**config.mk**
```make
export PLATFORM = sky130hd
export DESIGN_NAME = aapt_front
export DESIGN_NICKNAME = d
export VERILOG_FILES = /design/src/design/aapt_pkg.sv /design/src/design/aapt_front.sv
export SDC_FILE = /design/constraint.sdc
export NUM_CORES = 1
export LEC_CHECK = 0
export BUFFER_PORTS_ARGS = -buffer_cell sky130_fd_sc_hd__buf_2
export CORE_UTILIZATION = 49
export DETAILED_ROUTE_END_ITERATION = 6
export PLACE_DENSITY = 0.86
export SLEW_MARGIN = 15
export SYNTH_ARGS = -nofsm -noshare
export SYNTH_HDL_FRONTEND = slang
export SYNTH_SLANG_ARGS = --single-unit
```
**constraint.sdc**
```tcl
create_clock -name i_clk -period 11.25 [get_ports i_clk]
set_input_delay 2.25 -clock i_clk [delete_from_list [all_inputs] [get_ports i_clk]]
set_output_delay 2.25 -clock i_clk [all_outputs]
set_load 0.005 [all_outputs]
```
**src/design/aapt_pkg.sv**
```systemverilog
// Package for the aging address/prefix table.
// Holds the table sizes, the action and event codes and the command type.
// Used by the front, back and top modules; depends on nothing.
`default_nettype none
package aapt_pkg;

    // Table geometry.
    localparam int DEPTH   = 32;
    localparam int IDX_W   = (DEPTH > 1) ? $clog2(DEPTH) : 1;
    localparam int CNT_W   = $clog2(DEPTH + 1);

    // Command queue between the front and back parts.
    localparam int QUEUE_DEPTH = 2;
    localparam int QPTR_W      = (QUEUE_DEPTH > 1) ? $clog2(QUEUE_DEPTH) : 1;
    localparam int QCNT_W      = $clog2(QUEUE_DEPTH + 1);

    // Stored entry widths.
    localparam int ADDR_W = 64;
    localparam int PFX_W  = 8;
    localparam int KEY_W  = 2 * ADDR_W + PFX_W;
    localparam int EXP_W  = 32;

    // Expiry limits.
    localparam logic signed [EXP_W-1:0] EXP_MAX     = 32'sh7fff_ffff;
    localparam logic signed [EXP_W-1:0] EXP_MAX_M1  = 32'sh7fff_fffe;
    localparam logic [31:0]             MAPPED_TAG  = 32'h0000_ffff;

    typedef enum logic [1:0] {
        ACT_ADD    = 2'd0,
        ACT_SWEEP  = 2'd1,
        ACT_FLUSH  = 2'd2,
        ACT_DEMOTE = 2'd3
    } t_action;

    typedef enum logic [2:0] {
        EV_INSTALLED = 3'd0,
        EV_REFRESHED = 3'd1,
        EV_FULL      = 3'd2,
        EV_REMOVED   = 3'd3,
        EV_DONE      = 3'd4
    } t_event;

    // One classified command as it waits in the queue.
    typedef struct packed {
        t_action                  action;
        logic [ADDR_W-1:0]        addr_hi;
        logic [ADDR_W-1:0]        addr_lo;
        logic [PFX_W-1:0]         pfx;
        logic signed [EXP_W-1:0]  target;
        logic [30:0]              now;
    } t_cmd;

    typedef enum logic [2:0] {
        ST_IDLE,
        ST_ADD_WALK,
        ST_ADD_FIN,
        ST_RM_WALK,
        ST_RM_FIN,
        ST_DEM_WALK,
        ST_DEM_FIN
    } t_state;

endpackage
`default_nettype wire

```
**src/design/aapt_front.sv**
```systemverilog
// Front part: accepts commands, maps IPv4 addresses, works out the target
// expiry and holds the classified commands in a short queue. Uses aapt_pkg.
`default_nettype none
module aapt_front (
    input  wire                   i_clk,
    input  wire                   i_rst_n,
    input  wire                   start,
    output logic                  busy,
    input  wire [1:0]             i_action,
    input  wire                   i_is_ipv4,
    input  wire [63:0]            i_address_high,
    input  wire [63:0]            i_address_low,
    input  wire [7:0]             i_prefix_length,
    input  wire                   i_permanent,
    input  wire signed [31:0]     i_relative_lifetime,
    input  wire [30:0]            i_now_seconds,
    output logic                  o_q_valid,
    output aapt_pkg::t_cmd        o_q_cmd,
    input  wire                   i_q_pop
);
    import aapt_pkg::*;

    t_cmd                r_mem [QUEUE_DEPTH];
    logic [QPTR_W-1:0]   r_wp, r_rp;
    logic [QCNT_W-1:0]   r_cnt;
    t_cmd                cls;
    logic signed [32:0]  sum;
    logic                push, pop;

    // Classify: map IPv4 and saturate the expiry target.
    always_comb begin
        sum        = $signed({2'b00, i_now_seconds}) + $signed({i_relative_lifetime[31],
                                                                 i_relative_lifetime});
        cls.action = t_action'(i_action);
        cls.pfx    = i_prefix_length;
        cls.now    = i_now_seconds;
        if (i_is_ipv4) begin
            cls.addr_hi = '0;
            cls.addr_lo = {MAPPED_TAG, i_address_low[31:0]};
        end else begin
            cls.addr_hi = i_address_high;
            cls.addr_lo = i_address_low;
        end
        if (i_permanent) begin
            cls.target = EXP_MAX;
        end else if (sum > $signed({1'b0, EXP_MAX_M1})) begin
            cls.target = EXP_MAX_M1;
        end else begin
            cls.target = sum[31:0];
        end
    end

    assign busy      = (r_cnt == QCNT_W'(QUEUE_DEPTH));
    assign push      = start && !busy;
    assign pop       = i_q_pop && (r_cnt != '0);
    assign o_q_valid = (r_cnt != '0);
    assign o_q_cmd   = r_mem[r_rp];

    // Queue storage.
    always_ff @(posedge i_clk) begin
        if (push) begin
            r_mem[r_wp] <= cls;
        end
    end

    // Queue pointers and fill count.
    always_ff @(posedge i_clk) begin
        if (!i_rst_n) begin
            r_wp  <= '0;
            r_rp  <= '0;
            r_cnt <= '0;
        end else begin
            if (push) begin
                r_wp <= (r_wp == QPTR_W'(QUEUE_DEPTH - 1)) ? '0 : r_wp + 1'b1;
            end
            if (pop) begin
                r_rp <= (r_rp == QPTR_W'(QUEUE_DEPTH - 1)) ? '0 : r_rp + 1'b1;
            end
            r_cnt <= r_cnt + QCNT_W'(push) - QCNT_W'(pop);
        end
    end
endmodule
`default_nettype wire

```
Word-level counts from Yosys, hierarchy flattened
Memory sizes are Yosys's and may differ from the RTL's. A register that Yosys moved wholly into a read port is not among the register bits.
Index checks and enable logic that the tools add are counted.

storage, ports and cells
  flip-flop bits (word level) = 4
  memory bits (writable) = 402
  logic and storage cells = 24
  input port bits = 207
  memories = 1

memory list
  memory  depth  width  rd ports  clocked after Yosys merged registers in  write ports  line              text
  r_mem   2      201    1         1                                        1            aapt_front.sv:23  t_cmd r_mem [QUEUE_DEPTH];

operators by class
  add/subtract/negate cells = 5
  order comparisons = 1
  mux-type cells = 9
  reduce and logical (&&, ||, !) cells = 4
  equality and inequality tests = 1

operator list
  kind                    number
  $mux W128               1
  $mux W32                2
  $add A32 B32 Y33        1
  $gt A33 B32 Y1 const B  1
  $mux W1                 6
  $add A1 B1 Y1 const B   2
  $add A2 B1 Y2           1
  $eq A2 B2 Y1 const B    1
  $logic_and A1 B1 Y1     2
  $reduce_bool A2 Y1      1
  $sub A2 B1 Y2           1
  $logic_not A1 Y1        1

Logic depth before layout (Yosys ltp)
Gate-level depths: netlist of the first run.

  depth after elaboration = 5
  depth in mapped cells = 13

Least setup slack after synthesis of the first run
No wires, ideal clock.

  path kind = input -> register
  start point = input start
  end point = register r_wp
  stages on the path = 3
  path slack = -0.209 ns
  data arrival time = 11.362 ns
  data required time = 11.153 ns
  setup time = 0.097 ns
  cells stage by stage = nand2_1 nor2_1 o21a_1

between the ends
  cells in the longest elaborated chain, start to end = 1

RTL lines
  element               line              text
  start, declared       aapt_front.sv:7   input wire start,
  $logic_and A1 B1 Y1   aapt_front.sv:54  assign push = start && !busy;
  end signal, assigned  aapt_front.sv:74  r_wp <= (r_wp == QPTR_W'(QUEUE_DEPTH - 1)) ? '0 : r_wp + 1'b1;
  end, declared         aapt_front.sv:24  logic [QPTR_W-1:0] r_wp, r_rp;

No other way between the ends.
A chain may end at the register's enable or synchronous reset.

==> results.sh, run 1 <==
export IMPL_fin_crit_sh_pct=50.7
export IMPL_layout_drive_gt1_share_pct=45.9
export IMPL_fin_skew_ps=19.1
export IMPL_status="completed"
export IMPL_synthTopCellsByArea="edfxtp_1 69%, mux2_2 13%, nor2b_1 3.0%, ha_1 2.4%, a21oi_1 1.1%"
export IMPL_cts_path_max_buffers=3
export IMPL_place_area_um2=20000
export IMPL_yosys_cell_types_count=58
export IMPL_first_global_vias=11196
export IMPL_wl_met3_um=3520
export IMPL_clock_sinks=407
export IMPL_powerDensity_nw_per_um2=203
export IMPL_htreeDepth=2
export IMPL_p_leak_nw=7.97
export IMPL_grt_overflow=0
export IMPL_syn2layout_area_growth_pct=22.7
export IMPL_synth_nets=1329
export IMPL_vias=10860
export IMPL_post_cts_hold_buffer_count=0
export IMPL_synthArstFlopShare_pct=0
export IMPL_yosysSeqAreaShare_pct=69.7
export IMPL_cts_tree="built"
export IMPL_finalHoldViolCount=0
export IMPL_synth_warnings=0
export IMPL_portBuffers=409
export IMPL_die_area_um2=36400
export IMPL_design_area_um2=21400
export IMPL_path_clk_slew_ps=50
export IMPL_worst_path_max_fanout=18
export IMPL_initial_core_util_pct=50.2
export IMPL_syn_area_per_cell_um2=16.1
export IMPL_track_usage_pct=22.5
export IMPL_drt_iter0_drc=592
export IMPL_synth_common_cells="402 x edfxtp_1, 201 x mux2_2, 83 x nor2b_1"
export IMPL_wl_um=41900
export IMPL_grt_pass1_wl_um=62100
export IMPL_fp_dieW_um=191
export IMPL_maxCapViolCount=0
export IMPL_nNetsFinal=1750
export IMPL_synth_most_common_cell="edfxtp_1"
export IMPL_ios=410
export IMPL_worst_setup_path_end_kind="register"
export IMPL_drc_errors=0
export IMPL_cts_root_buf="clkbuf_16"
export IMPL_top_layer_used="met5"
export IMPL_drt_pass1_iter_count=4
export IMPL_synth_top_area_share_pct=69.1
export IMPL_synth_flop_cell="edfxtp_1"
export IMPL_cts_buffers=43
export IMPL_routedWlPerCell_um=20.9
export IMPL_avgViaCountPerCell=5.42
export IMPL_crit_path_start_kind="input pin"
export IMPL_hpwlAfterDp_um=28800
export IMPL_drt_met1_wl_um=15800
export IMPL_setup_viol=0
export IMPL_cts_setup_buffers=0
export IMPL_core_area_um2=34800
export IMPL_critPathArrivalTime_ps=5930
export IMPL_antenna_found_initial=6
export IMPL_crit_type="in2reg"
export IMPL_insertion_delay_ps=570
export IMPL_ir_worst_vdd_mv=0.172
export IMPL_fin_setup_tns_ps=0
export IMPL_slew_headroom_pct=25.3
export IMPL_yosys_area_top_type="edfxtp_1"
export IMPL_synth_cells=1088
export IMPL_holdCritPathClass="reg2reg"
export IMPL_grt_max_degree=97
export IMPL_finalCriticalPeriod_ps=5700
export IMPL_slew_violations=0
export IMPL_ys_seq_elements=407
export IMPL_fp_row_count=68
export IMPL_syn_area_um2=17500
export IMPL_gp_congestion=0.892
export IMPL_wl_met2_um=21400
export IMPL_post_cts_resized=0
export IMPL_ant_nets=0
export IMPL_synth_edf_count=402
export IMPL_crit_required_ps=11470
export IMPL_worst_slew_pin_slew_ps=1120
export IMPL_die_height_um=191
export IMPL_rsz0062_at_grt="no"
export IMPL_fmax_ghz=0.175
-- critical path, cell delays in order --
cell      delay [ps]
buf_2            120
ha_1             270
a211oi_1         510
o211ai_2         200
a211oi_1         360
o21ai_0          300
a221oi_1         350
o21bai_1         110
xor2_1           150
buf_4            210
a21oi_1          900
nand2_1          200
-- per-stage QoR --
step / util (%) / power [W] / cells / hold slack, ps / worst slack [ps]
2_1_floorplan: - / 0.00258 / 1088 / 504 / 3220
3_3_place_gp: 57.5 / 0.00295 / 1919 / 519 / 5090
3_5_place_dp: 57.5 / 0.00298 / 1919 / 530 / 5000
4_1_cts: 61.5 / 0.00439 / 1999 / 547 / 5580
6_report: 61.6 / 0.00435 / 2004 / 551 / 5550
5_1_grt: 61.6 / 0.00453 / 2002 / 601 / 5250
-- routing by layer --
layer | GRT usage [%] | up-vias
met5 | 0 | -
met2 | 39.7 | 409
met3 | 5.82 | 75
li1 | - | 5012
met4 | 8.68 | 6
met1 | 25.9 | 5358
-- placed cells by master (no fill, tap or decap), drive strengths merged, types with 6 or more instances in the layout --
cell    count
nor2b      83
ha         33
mux2      201
clkbuf     57
xnor2      19
a21oi      42
a211o      15
xor2       11
nand4       8
o21bai      6
nand3       7
edfxtp    402
o21ai      28
clkinv     17
buf       420
a21o        7
a211oi      9
nand2      46
or2        19
inv        14
nor2       32
-- power breakdown --
group | total [W] | leakage [nW] | internal (W) | switching (W)
clock network | 0.00140 | 0.682 | 0.000837 | 0.000563
registers | 0.00196 | 3.76 | 0.00189 | 0.0000737
logic | 0.000988 | 3.53 | 0.000470 | 0.000518
total | 0.00435 | 7.97 | 0.00320 | 0.00115
-- cells by family after synthesis --
group                      share of synthesized area, %
AOI/OAI and AO/OA                                  5.17
and+or+nand+nor                                    6.95
muxes                                              13.0
adders and majority gates                          2.48
DFF                                                69.7
xor gates and xnor gates                           1.50
buffers and inverters                              1.27
-- state kept, by name (all words and copies together) (netlist names), named ones only --
name,count
r_cnt,2
r_mem,402
r_rp,1
r_wp,1
-- final cells by class --
| cell class | count | area [um2] |
|---|---|---|
| antenna | 5 | 12.5 |
| clock buffer | 57 | 1150 |
| clock inverter | 23 | 255 |
| fill | 2580 | 13400 |
| inverter | 13 | 48.8 |
| multi-input combinational | 624 | 5090 |
| sequential | 407 | 12200 |
| tap | 455 | 569 |
| timing repair buffer | 420 | 2130 |
-- worst paths after layout --
check,depth (start not counted),end,slack [ps],from
worst max-delay path,12,r_mem[0][48],5550,i_now_seconds[1]
worst min-delay path,2,register,550,r_rp
worst max register to register,5,r_mem[0][81],7880,r_cnt[0]
worst min register to register,2,register,550,r_rp
Power figures use the tool's default switching activity.
==> run 2, diff against run 1 <==
--- a/config.mk
+++ b/config.mk
@@ -6,9 +6,9 @@
 export NUM_CORES = 1
 export LEC_CHECK = 0
 export BUFFER_PORTS_ARGS = -buffer_cell sky130_fd_sc_hd__buf_2
-export CORE_UTILIZATION = 49
+export CORE_UTILIZATION = 50
 export DETAILED_ROUTE_END_ITERATION = 6
-export PLACE_DENSITY = 0.86
+export PLACE_DENSITY = 0.84
 export SLEW_MARGIN = 15
 export SYNTH_ARGS = -nofsm -noshare
 export SYNTH_HDL_FRONTEND = slang
==> constraint.sdc (replaced) <==
create_clock -name i_clk -period 5.7 [get_ports i_clk]
set_input_delay 1.14 -clock i_clk [delete_from_list [all_inputs] [get_ports i_clk]]
set_output_delay 1.14 -clock i_clk [all_outputs]
set_load 0.005 [all_outputs]
==> run 2 against run 1 <==
  * Via count is 0.17% higher
  * Final cell count fell by 0.45%
  * First-iteration DRC count is 12% higher
  * Largest power group unchanged
  * Total power up 95%
  * Sequential power grew 94%
  * Utilization grew 0.52 points
  * Sequential share of layout area grew 0.083 points
  * Largest cell class unchanged
==> results.sh, run 2 (synthesis results as in run 1) <==
export IMPL_fmax_ghz=0.230
export IMPL_grt_overflow=0
export IMPL_cts_tree="built"
export IMPL_antenna_found_initial=5
export IMPL_fillers=2511
export IMPL_status="completed"
export IMPL_cts_setup_buffers=0
export IMPL_maxCapViolCount=0
export IMPL_worst_slew_pin_slew_ps=809
export IMPL_holdCritPathClass="reg2reg"
export IMPL_finalCriticalPeriod_ps=4340
export IMPL_largest_register_ffs=402
export IMPL_hold_depth=2
export IMPL_cts_root_buf="clkbuf_16"
export IMPL_clock_sinks=407
export IMPL_layout_drive_gt1_share_pct=45.9
export IMPL_vias=10878
export IMPL_cts_buffers=42
export IMPL_nNetsFinal=1750
export IMPL_fin_skew_ps=7.77
export IMPL_drt_iter0_drc=662
export IMPL_ios=410
export IMPL_insertion_delay_ps=540
export IMPL_post_cts_resized=0
export IMPL_ir_worst_vdd_mv=0.288
export IMPL_cts_path_max_buffers=3
export IMPL_p_total_w=0.00849
export IMPL_portBuffers=409
export IMPL_initial_core_util_pct=50.7
export IMPL_multi_input_area_um2=5090
export IMPL_routedWlPerCell_um=20.7
export IMPL_core_area_um2=34500
export IMPL_final_common_cell="buf_2"
export IMPL_drt_pass1_iter_count=5
export IMPL_first_global_vias=11062
export IMPL_crit_type="in2reg"
export IMPL_p_leak_nw=7.95
export IMPL_cp_cell_sequence="buf_2 -> ha_1 -> inv_1 -> fa_1 -> nand2b_2 -> a211oi_4 -> o21ai_2 -> a22o_1 -> a21o_1 -> or4_1 -> or4_1 -> or3_1 -> o31a_1"
export IMPL_gp_congestion=0.967
export IMPL_rr_worst_depth=3
export IMPL_htreeDepth=2
export IMPL_critPathArrivalTime_ps=4620
export IMPL_track_usage_pct=22.5
export IMPL_hpwlAfterDp_um=28700
export IMPL_fin_crit_sh_pct=76.2
export IMPL_post_cts_hold_buffer_count=0
export IMPL_ant_nets=0
export IMPL_grt_pass1_wl_um=61800
export IMPL_slew_headroom_pct=46.1
export IMPL_seq_area_um2=12200
export IMPL_crit_path_start_kind="input pin"
export IMPL_rsz0062_at_grt="no"
export IMPL_fp_dieW_um=189
export IMPL_syn2layout_area_growth_pct=22.5
export IMPL_worst_setup_path_end_kind="register"
export IMPL_wl_um=41400
export IMPL_slowest_delay_ps=490
export IMPL_finalHoldViolCount=0
export IMPL_drc_errors=0
export IMPL_regMostFlops="r_mem"
export IMPL_avgViaCountPerCell=5.45
export IMPL_crit_slowest_cell="or4_1"
export IMPL_die_area_um2=35700
export IMPL_fin_setup_tns_ps=0
export IMPL_powerDensity_nw_per_um2=397
export IMPL_most_common_layout_cells="409 x buf_2, 402 x edfxtp_1, 201 x mux2_2"
export IMPL_fp_row_count=68
export IMPL_largestRegisters="r_mem (402), r_cnt (2)"
export IMPL_crit_required_ps=5980
export IMPL_critical_path_most_common_cell="or4_1"
export IMPL_grt_max_degree=113
export IMPL_worst_path_max_fanout=5
export IMPL_slew_violations=0
export IMPL_die_height_um=189
export IMPL_path_clk_slew_ps=60
export IMPL_setup_viol=0
[run 2: final timing paths]
kind,from,end,slack (ps)
setup / recovery,i_now_seconds[0],r_mem[0][31],1360
hold / removal,r_rp,r_rp,590
setup reg to reg,r_cnt[0],r_mem[1][169],3460
hold reg to reg,r_rp,r_rp,590
[run 2: stage by stage]
stage	hold WS, ps	area (um2)	cells	util [%]	worst slack [ps]
after floorplan	504	17500	1088	-	1050
after global placement	522	20100	1920	58.2	866
after detailed placement	535	20100	1920	58.2	854
after CTS	602	21400	1992	62.1	1400
after global routing	620	21400	1994	62.1	1270
final	590	21400	1995	62.1	1360
[run 2: worst max-delay path: cells and delay by family]
family | cells | cell delay [ps]
and+or+nand+nor | 4 | 1570
AOI/OAI and AO/OA | 5 | 1160
adders and majority gates | 2 | 570
buffers and inverters | 2 | 160
[run 2: cell type report]
class	instances	area share [%]
diodes	3	0.0351
clock buffers	51	5.17
clock inverters	21	1.06
inverters	13	0.228
multi-input cells	624	23.8
flip-flops and latches	407	56.9
well taps	455	2.66
repair buffers	421	10.2
[run 2: power breakdown]
part | total, W | internal (W) | switching [W]
registers | 0.00381 | 0.00373 | 0.0000818
logic | 0.00203 | 0.000939 | 0.00109
clock network | 0.00265 | 0.00156 | 0.00109
total | 0.00849 | 0.00623 | 0.00226
[run 2: metal layers]
layer  global-route usage, %  vias to the layer above  wire, um
met1                    27.0                     5344     16100
met2                    39.4                      443     20700
li1                        -                     4998         -
met4                    7.79                        6      1320
met5                       0                        -        41
met3                    5.51                       87      3220
==> run 3, diff against run 2 <==
==> constraint.sdc (replaced) <==
create_clock -name i_clk -period 4.3 [get_ports i_clk]
set_input_delay 0.86 -clock i_clk [delete_from_list [all_inputs] [get_ports i_clk]]
set_output_delay 0.86 -clock i_clk [all_outputs]
set_load 0.005 [all_outputs]
==> run 3 against run 2 <==
  * Clock power is 34% higher
  * Via count is 1.3% higher
  * Largest power group unchanged
  * Sequential share of layout area is 0.60 points lower
==> results.sh, run 3 (synthesis results as in run 1) <==
export IMPL_status="completed"
export IMPL_routedWlPerCell_um=20.6
export IMPL_powerDensity_nw_per_um2=525
export IMPL_crit_path_start_kind="input pin"
export IMPL_portBuffers=409
export IMPL_fin_crit_sh_pct=91.8
export IMPL_grt_overflow=0
export IMPL_finalHoldViolCount=0
export IMPL_r2r_start="r_cnt[0]"
export IMPL_hold_depth=1
export IMPL_design_area_um2=21600
export IMPL_layout_cells_non_filler=2018
export IMPL_first_global_vias=11236
export IMPL_htreeDepth=2
export IMPL_ios=410
export IMPL_cts_setup_buffers=0
export IMPL_fp_dieW_um=189
export IMPL_ant_nets=0
export IMPL_slew_violations=0
export IMPL_top_layer_used="met5"
export IMPL_worstHoldStart="i_address_low[17]"
export IMPL_rsz0062_at_grt="no"
export IMPL_grt_max_degree=85
export IMPL_antenna_found_initial=8
export IMPL_worst_setup_path_end_kind="register"
export IMPL_cts_path_max_buffers=3
export IMPL_crit_required_ps=4560
export IMPL_fin_skew_ps=12.1
export IMPL_hold_end="r_mem[1][88]"
export IMPL_wl_met3_um=3440
export IMPL_final_common_cell="buf_2"
export IMPL_regToRegSetupSlack_ps=2190
export IMPL_fin_setup_tns_ps=0
export IMPL_syn2layout_area_growth_pct=23.8
export IMPL_fp_row_count=68
export IMPL_holdCritPathClass="in2reg"
export IMPL_cts_buffers=41
export IMPL_ir_worst_vdd_mv=0.378
export IMPL_drt_met1_wl_um=15500
export IMPL_cts_root_buf="clkbuf_16"
export IMPL_die_area_um2=35700
export IMPL_avgViaCountPerCell=5.46
export IMPL_hpwlAfterDp_um=29100
export IMPL_whs_ps=512
export IMPL_most_common_layout_cells="409 x buf_2, 402 x edfxtp_1, 201 x mux2_2"
export IMPL_worst_slew_pin_slew_ps=854
export IMPL_setup_viol=0
export IMPL_p_total_w=0.0113
export IMPL_layout_drive_gt1_share_pct=47.0
export IMPL_regMostFlops="r_mem"
export IMPL_path_clk_slew_ps=60
export IMPL_finalCriticalPeriod_ps=3950
export IMPL_insertion_delay_ps=530
export IMPL_largest_register_ffs=402
export IMPL_core_area_um2=34500
export IMPL_fmax_ghz=0.253
export IMPL_critPathArrivalTime_ps=4210
export IMPL_p_leak_nw=8.08
export IMPL_worst_path_max_fanout=4
export IMPL_post_cts_resized=0
export IMPL_nNetsFinal=1770
export IMPL_track_usage_pct=22.9
export IMPL_largestRegisters="r_mem (402), r_cnt (2)"
export IMPL_dp_cells=1941
export IMPL_drt_pass1_iter_count=5
export IMPL_grt_pass1_wl_um=62700
export IMPL_crit_type="in2reg"
export IMPL_drc_errors=0
export IMPL_drt_iter0_drc=809
export IMPL_rr_worst_depth=3
export IMPL_die_height_um=189
export IMPL_wl_um=41600
export IMPL_cts_tree="built"
export IMPL_post_cts_hold_buffer_count=0
export IMPL_maxCapViolCount=0
export IMPL_clock_sinks=407
export IMPL_reg2reg_to="r_mem[1][54]"
export IMPL_wl_met2_um=20800
export IMPL_gp_congestion=0.863
export IMPL_fillers=2486
export IMPL_initial_core_util_pct=50.7
export IMPL_slew_headroom_pct=43.1
export IMPL_vias=11021
export IMPL_place_area_um2=20300
run 3: through the flow:
step,utilization (%),setup WS (ps)
after floorplan,-,-4.83
after global placement,58.8,-140
after detailed placement,58.8,-161
after CTS,62.7,386
after global routing,62.8,217
final,62.8,353
run 3: worst max-delay path, cell delays in order:
cell      delay, ps
buf_2           100
ha_1            180
inv_1            60
fa_1            370
nand2b_2        220
a211oi_4        300
nor2_1           90
xnor2_1         190
nand3_1         110
or4_1           580
or4_1           470
or3_1           370
o31a_1          300
run 3: power by group:
group	switching, W	leakage, nW	internal [W]
sequential	0.000169	3.76	0.00494
clock	0.00142	0.660	0.00213
combinational	0.00140	3.66	0.00129
total	0.00299	8.08	0.00836
run 3: worst max path at each step:
stage                                 from            to  cells after the start
after floorplan                      start   r_mem[0][0]                      2
after global placement    i_now_seconds[0]  r_mem[1][31]                     13
after detailed placement  i_now_seconds[0]  r_mem[1][31]                     13
after CTS                 i_now_seconds[0]  r_mem[0][31]                     13
after global routing      i_now_seconds[0]  r_mem[0][31]                     13
final                     i_now_seconds[0]  r_mem[0][31]                     13
run 3: cell type report:
class	count	area, um2	area share [%]
inverter	13	48.8	0.226
sequential	407	12200	56.3
antenna	4	10.0	0.0463
multi-input combinational	624	5110	23.6
clock buffer	48	1060	4.91
tap	455	569	2.63
timing repair buffer	442	2370	11.0
clock inverter	25	284	1.31
run 3: metal layers:
| layer | track usage [%] | up-vias |
|---|---|---|
| li1 | - | 5038 |
| met4 | 9.80 | 10 |
| met3 | 5.65 | 106 |
| met1 | 27.1 | 5379 |
| met5 | 0 | - |
| met2 | 39.7 | 488 |
